File: config.mk
export PLATFORM = sky130hd
export DESIGN_NAME = cht_ctrl
export DESIGN_NICKNAME = d
export VERILOG_FILES = /design/src/design/cht_pkg.sv /design/src/design/cht_ctrl.sv
export SDC_FILE = /design/constraint.sdc
export NUM_CORES = 1
export LEC_CHECK = 0
export BUFFER_PORTS_ARGS = -buffer_cell sky130_fd_sc_hd__buf_2
export CAP_MARGIN = 20
export CORE_AREA = 2 2 39 41
export CTS_CLUSTER_DIAMETER = 40
export DETAILED_ROUTE_END_ITERATION = 8
export DIE_AREA = 0 0 41 43
export PLACE_DENSITY = 0.57
export SLEW_MARGIN = 20
export SYNTH_ARGS = -nofsm -noshare
export SYNTH_HDL_FRONTEND = slang
export SYNTH_SLANG_ARGS = --single-unit
File: constraint.sdc
create_clock -name clk -period 1.5 [get_ports clk]
set_clock_uncertainty 0.15 [all_clocks]
set_input_delay 0.225 -clock clk [delete_from_list [all_inputs] [get_ports clk]]
set_output_delay 0.225 -clock clk [all_outputs]
set_load 0.05 [all_outputs]
File: src/design/cht_pkg.sv
// cht_pkg: shared sizes, result codes and controller/datapath interface types
package cht_pkg;

  // table geometry
  localparam int unsigned BUCKET_BITS     = 9;
  localparam int unsigned CHAIN_LIMIT     = 16;
  localparam int unsigned NODE_POOL_DEPTH = 8192;

  localparam int unsigned NUM_BUCKETS = 1 << BUCKET_BITS;
  // node index, and link = node index plus one (zero means none)
  localparam int unsigned IDX_W  = $clog2(NODE_POOL_DEPTH);
  localparam int unsigned CNT_W  = $clog2(NODE_POOL_DEPTH + 1);
  localparam int unsigned LINK_W = CNT_W;

  // refuse a new key when 5 * (count + 1) >= 4 * buckets * chain limit
  localparam int unsigned LOAD_NUM   = 4 * NUM_BUCKETS * CHAIN_LIMIT;
  localparam int unsigned FULL_COUNT = (LOAD_NUM + 4) / 5 - 1;

  // word field widths and offsets
  localparam int unsigned TAG_W  = 32;
  localparam int unsigned KEY_W  = 64;
  localparam int unsigned VAL_W  = 64;
  localparam int unsigned TAG_LO = 0;
  localparam int unsigned KEY_LO = TAG_LO + TAG_W;
  localparam int unsigned VAL_LO = KEY_LO + KEY_W;
  localparam int unsigned DATA_W = VAL_LO + VAL_W;

  // request kinds
  localparam logic OP_PUT = 1'b0;
  localparam logic OP_GET = 1'b1;

  typedef enum logic [2:0] {
    RC_INSERTED  = 3'd0,
    RC_UPDATED   = 3'd1,
    RC_FOUND     = 3'd2,
    RC_FULL      = 3'd3,
    RC_NOT_FOUND = 3'd4
  } res_code_t;

  // controller to datapath
  typedef struct packed {
    logic      accept;        // latch request, read bucket head
    logic      clr_wr;        // clear one bucket head
    logic      head_chk;      // head data valid, read first node
    logic      node_chk;      // node data valid
    logic      node_adv;      // follow next link, read that node
    logic      set_code;      // load result code and value
    res_code_t code;
    logic      val_from_node; // result value from node memory
    logic      upd_wr;        // overwrite value of matched node
    logic      ins_wr;        // write new node, head if bucket empty
    logic      link_wr;       // link new node after head, bump count
    logic      out_load;      // move result into output register
  } cht_cmd_t;

  // datapath to controller
  typedef struct packed {
    logic clr_done;
    logic head_empty;
    logic hit;
    logic tail;
    logic full;
    logic op_get;
    logic out_free;
  } cht_stat_t;

endpackage

File: src/design/cht_ctrl.sv
// cht_ctrl: request sequencer for clearing, chain walk, insert and result hand-off
module cht_ctrl
  import cht_pkg::*;
(
  input  logic      clk,
  input  logic      rst_n,
  input  logic      in_tvalid,
  output logic      in_tready,
  input  cht_stat_t st,
  output cht_cmd_t  cmd
);

  typedef enum logic [2:0] {
    S_CLEAR,
    S_IDLE,
    S_HEAD,
    S_NODE,
    S_INS_NODE,
    S_INS_LINK,
    S_DONE
  } state_t;

  state_t state_r;
  state_t state_nxt;
  logic   in_tready_r;
  logic   walk_miss;

  // key not in chain: empty bucket or end of chain reached
  assign walk_miss = (state_r == S_HEAD && st.head_empty) ||
                     (state_r == S_NODE && !st.hit && st.tail);

  // next state and commands
  always_comb begin
    state_nxt = state_r;
    cmd       = '0;
    unique case (state_r)
      S_CLEAR: begin
        cmd.clr_wr = 1'b1;
        if (st.clr_done) begin
          state_nxt = S_IDLE;
        end
      end
      S_IDLE: begin
        if (in_tvalid && in_tready_r) begin
          cmd.accept = 1'b1;
          state_nxt  = S_HEAD;
        end
      end
      S_HEAD: begin
        cmd.head_chk = 1'b1;
        if (!st.head_empty) begin
          state_nxt = S_NODE;
        end
      end
      S_NODE: begin
        cmd.node_chk = 1'b1;
        if (st.hit) begin
          cmd.set_code = 1'b1;
          state_nxt    = S_DONE;
          if (st.op_get) begin
            cmd.code          = RC_FOUND;
            cmd.val_from_node = 1'b1;
          end else begin
            cmd.code   = RC_UPDATED;
            cmd.upd_wr = 1'b1;
          end
        end else if (!st.tail) begin
          cmd.node_adv = 1'b1;
        end
      end
      S_INS_NODE: begin
        cmd.ins_wr = 1'b1;
        state_nxt  = S_INS_LINK;
      end
      S_INS_LINK: begin
        cmd.link_wr = 1'b1;
        state_nxt   = S_DONE;
      end
      S_DONE: begin
        if (st.out_free) begin
          cmd.out_load = 1'b1;
          state_nxt    = S_IDLE;
        end
      end
      default: begin
        state_nxt = S_IDLE;
      end
    endcase

    // miss resolution: not found, refused, or insert
    if (walk_miss) begin
      cmd.set_code = 1'b1;
      priority if (st.op_get) begin
        cmd.code  = RC_NOT_FOUND;
        state_nxt = S_DONE;
      end else if (st.full) begin
        cmd.code  = RC_FULL;
        state_nxt = S_DONE;
      end else begin
        cmd.code  = RC_INSERTED;
        state_nxt = S_INS_NODE;
      end
    end
  end

  // state and registered ready
  always_ff @(posedge clk) begin
    if (!rst_n) begin
      state_r     <= S_CLEAR;
      in_tready_r <= 1'b0;
    end else begin
      state_r     <= state_nxt;
      in_tready_r <= (state_nxt == S_IDLE);
    end
  end

  assign in_tready = in_tready_r;

endmodule

== Yosys cells after proc, flatten, opt, wreduce, memory -nomap -nowiden ==
Cells that the tools add are included.

* Flip-flop bits (word level): 4
* Input bits: 10
* Output and inout bits: 15
* Logic and storage cells: 43

* Eq/ne operators: 7
* Muxes and demuxes: 27
* Reductions and logical operators: 7

{| class="wikitable"
|+ Operator list
! operator !! count
|-
| $mux W3 || 7
|-
| $pmux W3 S7 || 1
|-
| $mux W1 || 12
|-
| $eq A3 B3 Y1 const B || 3
|-
| $mux W2 || 4
|-
| $mux W8 || 1
|-
| $eq A3 B1 Y1 const B || 2
|-
| $eq A3 B2 Y1 const B || 2
|-
| $mux W6 || 1
|-
| $logic_and A1 B1 Y1 || 4
|-
| $mux W4 || 1
|-
| $logic_not A3 Y1 || 1
|-
| $logic_not A1 Y1 || 1
|-
| $logic_or A1 B1 Y1 || 1
|}

== Logic depth before layout (Yosys ltp) ==
* Depth after elaboration: 6
* Gate-level depth with buffers: 5
* Mapped depth without buffers: 4

== Worst setup path after synthesis ==
Ideal clock, no wire load.

* Kind: register to output
* From: reg state_r[0]
* To: out cmd[6] (netlist name)
* Arrival time: 2.436 ns
* Required time: 1.125 ns
* Slack: -1.311 ns
* Cell stages (with the launch flop): 6
* Path through: dfxtp_1 -> buf_6 -> and3b_1 -> nand2_1 -> nor2_1 -> o21bai_1

{| class="wikitable"
|+ RTL lines
! element !! line !! RTL
|-
| from (decl) || cht_ctrl.sv:23 || <nowiki>state_t state_r;</nowiki>
|-
| from (signal assigned) || cht_ctrl.sv:112 || <nowiki>state_r <= state_nxt;</nowiki>
|-
| to (decl) || cht_ctrl.sv:10 || <nowiki>output cht_cmd_t cmd</nowiki>
|}

==> impl_metrics.csv <==
group,metric,value,unit
setup_path,cp_max_fo,4,
route,dr.pass1.iters,4,
placement,io_buffers,24,
route,wl_per_cell,11.2,µm
sta,whs,0.140,ns
cts,clock-sinks,4,
cts,clk_pin_slew,0.04,ns
layout,final_cell_area,906,µm²
layout,drive_gt1_share,75.5,%
die,die-area,0.00176,mm²
global_route,grt_pass1_vias,504,
placement,hpwl,867,µm
cts,cts_buffer_depth,2,
synthesis,seq_area_frac_synth,21.0,%
layout,diodes,0,
global_route,antenna_found_initial,0,
synthesis,synth_cell_types,28,
sta,fmax,578,MHz
die,start_util,27.6,%
sta,period_needed,1.73,ns
cts,h-tree-depth,1,
run_status,violations,"setup timing",
sta,hold_violations,0,
synthesis,yosysTopAreaCellShare,21.0,%
sta,fin_crit_sh,115,%
route,ant_nets,0,
cts,cts_tree,"yes",
sta,tightest_slew,0.252,ns
sta,slew_headroom,83.0,%
synthesis,synth_edf_count,0,
setup_path,crit_type,"reg -> out",
placement,gp_congestion,0.677,
worst_hold_path,min-delay-start,"rst_n",
placement,dp_cells,100,
synthesis,synth_most_common_cell,"nor3_1",
job,drv_cap,0,
layout,post-route-util,65.5,%
die,die_x,41,µm
synthesis,synthArstFlopShare,0,%
worst_hold_path,hp-class,"in -> reg",
setup_path,critPathLaunch,"state_r[2]$_SDFF_PN0_",
synthesis,ys_seq_elements,4,
setup_path,worstPathCellList,"and3b_4 -> nand2_4 -> nor2_4 -> o21bai_4 -> buf_8",
setup_path,required,1.12,ns
global_route,grt_usage,16.9,%
global_route,grt_max_degree,11,
synthesis,synthFlopType,"dfxtp_1",
sta,slew_violations,0,
pwr,powerDensity,1010,mW/mm²
setup_path,worstSetupEndpointType,"output port",
route,drt_iter0_markers,2,
synthesis,syn_avg_cell_area,7.48,µm²
global_route,gr-total-overflow,0,
route,drc,0,
synthesis,yosys-top-cells-area,"dfxtp_1 21%, nor3_1 7.9%, buf_6 5.9%",
setup_path,slowest_delay,0.32,ns
cts,worstSkewPairLatency,0.24,ns
route,vias_per_cell,4.96,
sta,setup_viol,13,
layout,final_cells,110,
synthesis,postSynthCellCount,51,
die,core-area,0.00138,mm²
cts,root_buffer,"clkbuf_4",
setup_path,r2r-start,"state_r[1]$_SDFF_PN0_",
sta,setup_tns,-1.54,ns
synthesis,synth_top_area_cell,"dfxtp_1",
global_route,grt_pass1_wl,2.06,mm
cts,holdBufCountCts,0,
die,die_h,43,µm
pwr,p_leak,0.423,nW
die,ios,25,
synthesis,syn_area,382,µm²
run_status,status,"complete, but fails checks",
setup_path,crit_slowest_cell,"dfxtp_2",
placement,placed_area,686,µm²
pwr,ir_drop,0.000585,V
synthesis,synthesis.nets,61,
route,routed-via-count,546,
synthesis,yosysWarnings,0,
sta,rsz0062_at_grt,"true",
layout,areaGrowthSynthToFinish,137,%
layout,final_nets,105,
setup_path,worstPathArrival,1.36,ns
die,rows,14,
sta,worst_slack,-0.231,ns
cts,cts_buffers,3,
route,wirelength,1.23,mm
setup_path,worstSetupStartpointType,"register",
synthesis,synthTopCellsByCount,"6 x nor3_1, 5 x nand2_1, 4 x dfxtp_1, 4 x nor2_1",
==> sequential cells by signal, indices dropped and copies added, names as in the netlist <==
signal and cells:
state_r 3, in_tready 1
==> layer usage <==
metal / GRT usage (%) / share of wire [%] / vias to the layer above
li1: - / - / 271
met1: 18.5 / 36 / 252
met2: 28.1 / 57 / 21
met3: 4.71 / 6.4 / 2
met4: 8.00 / 0.65 / 0
met5: 0 / 0 / -
==> worst max-delay path, delay by kind of cell (launching register included) <==
kind	cells	cell delay (ns)
AO/OA/AOI/OAI	1	0.13
buffers and inverters	1	0.16
flip-flops	1	0.32
AND/OR/NAND/NOR	3	0.51
==> placed cells by master (no fill, tap or decap), drive strengths merged, types with 2 or more instances in the layout <==
| cell type | netlist | routed |
|---|---|---|
| buf | 3 | 42 |
| o21ai | 2 | 2 |
| clkbuf | 0 | 4 |
| nor3b | 3 | 3 |
| nor2b | 3 | 3 |
| a21oi | 2 | 2 |
| inv | 3 | 3 |
| nor2 | 4 | 4 |
| and3b | 2 | 2 |
| nand2 | 5 | 5 |
| dfxtp | 4 | 4 |
| nor3 | 7 | 7 |
==> final timing paths <==
kind	to	slack, ns	cells after the start
max	cmd[6]	-0.23	5
min	state_r[2]$_SDFF_PN0_	0.14	3
max reg2reg	in_tready$_SDFF_PN0_	0.04	6
min reg2reg	in_tready$_SDFF_PN0_	0.57	4
==> kinds of logic after synthesis <==
family                 synth area share [%]
AND/OR/NAND/NOR                        45.9
AO/OA/AOI/OAI                          22.3
buffers and inverters                  10.8
flip-flops                             21.0
==> power by group <==
| group | internal (mW) | switching [mW] |
|---|---|---|
| logic | 0.266 | 0.336 |
| clock network | 0.100 | 0.0497 |
| registers | 0.140 | 0.0268 |
==> timing repair <==
item,in CTS,in global routing
resized for setup,39,5
setup endpoints to repair,14,16
buffers inserted,4,2
pin swaps,5,4
==> layout make-up <==
| cell class | count | area, µm² |
|---|---|---|
| Clock buffer | 4 | 26.3 |
| Fill cell | 119 | 478 |
| Inverter | 3 | 11.3 |
| Multi-Input combinational cell | 41 | 399 |
| Sequential cell | 4 | 87.6 |
| Tap cell | 16 | 20.0 |
| Timing Repair Buffer | 42 | 362 |
==> through the flow <==
| step | total power, mW | worst slack [ns] |
|---|---|---|
| 2_1_floorplan | 0.528 | -0.364 |
| 3_3_place_gp | 0.631 | -0.0793 |
| 3_5_place_dp | 0.636 | -0.0743 |
| 4_1_cts | 0.882 | -0.206 |
| 5_1_grt | 0.981 | -0.301 |
| 6_report | 0.919 | -0.231 |
No activity file was read; power rests on OpenSTA's default activity.
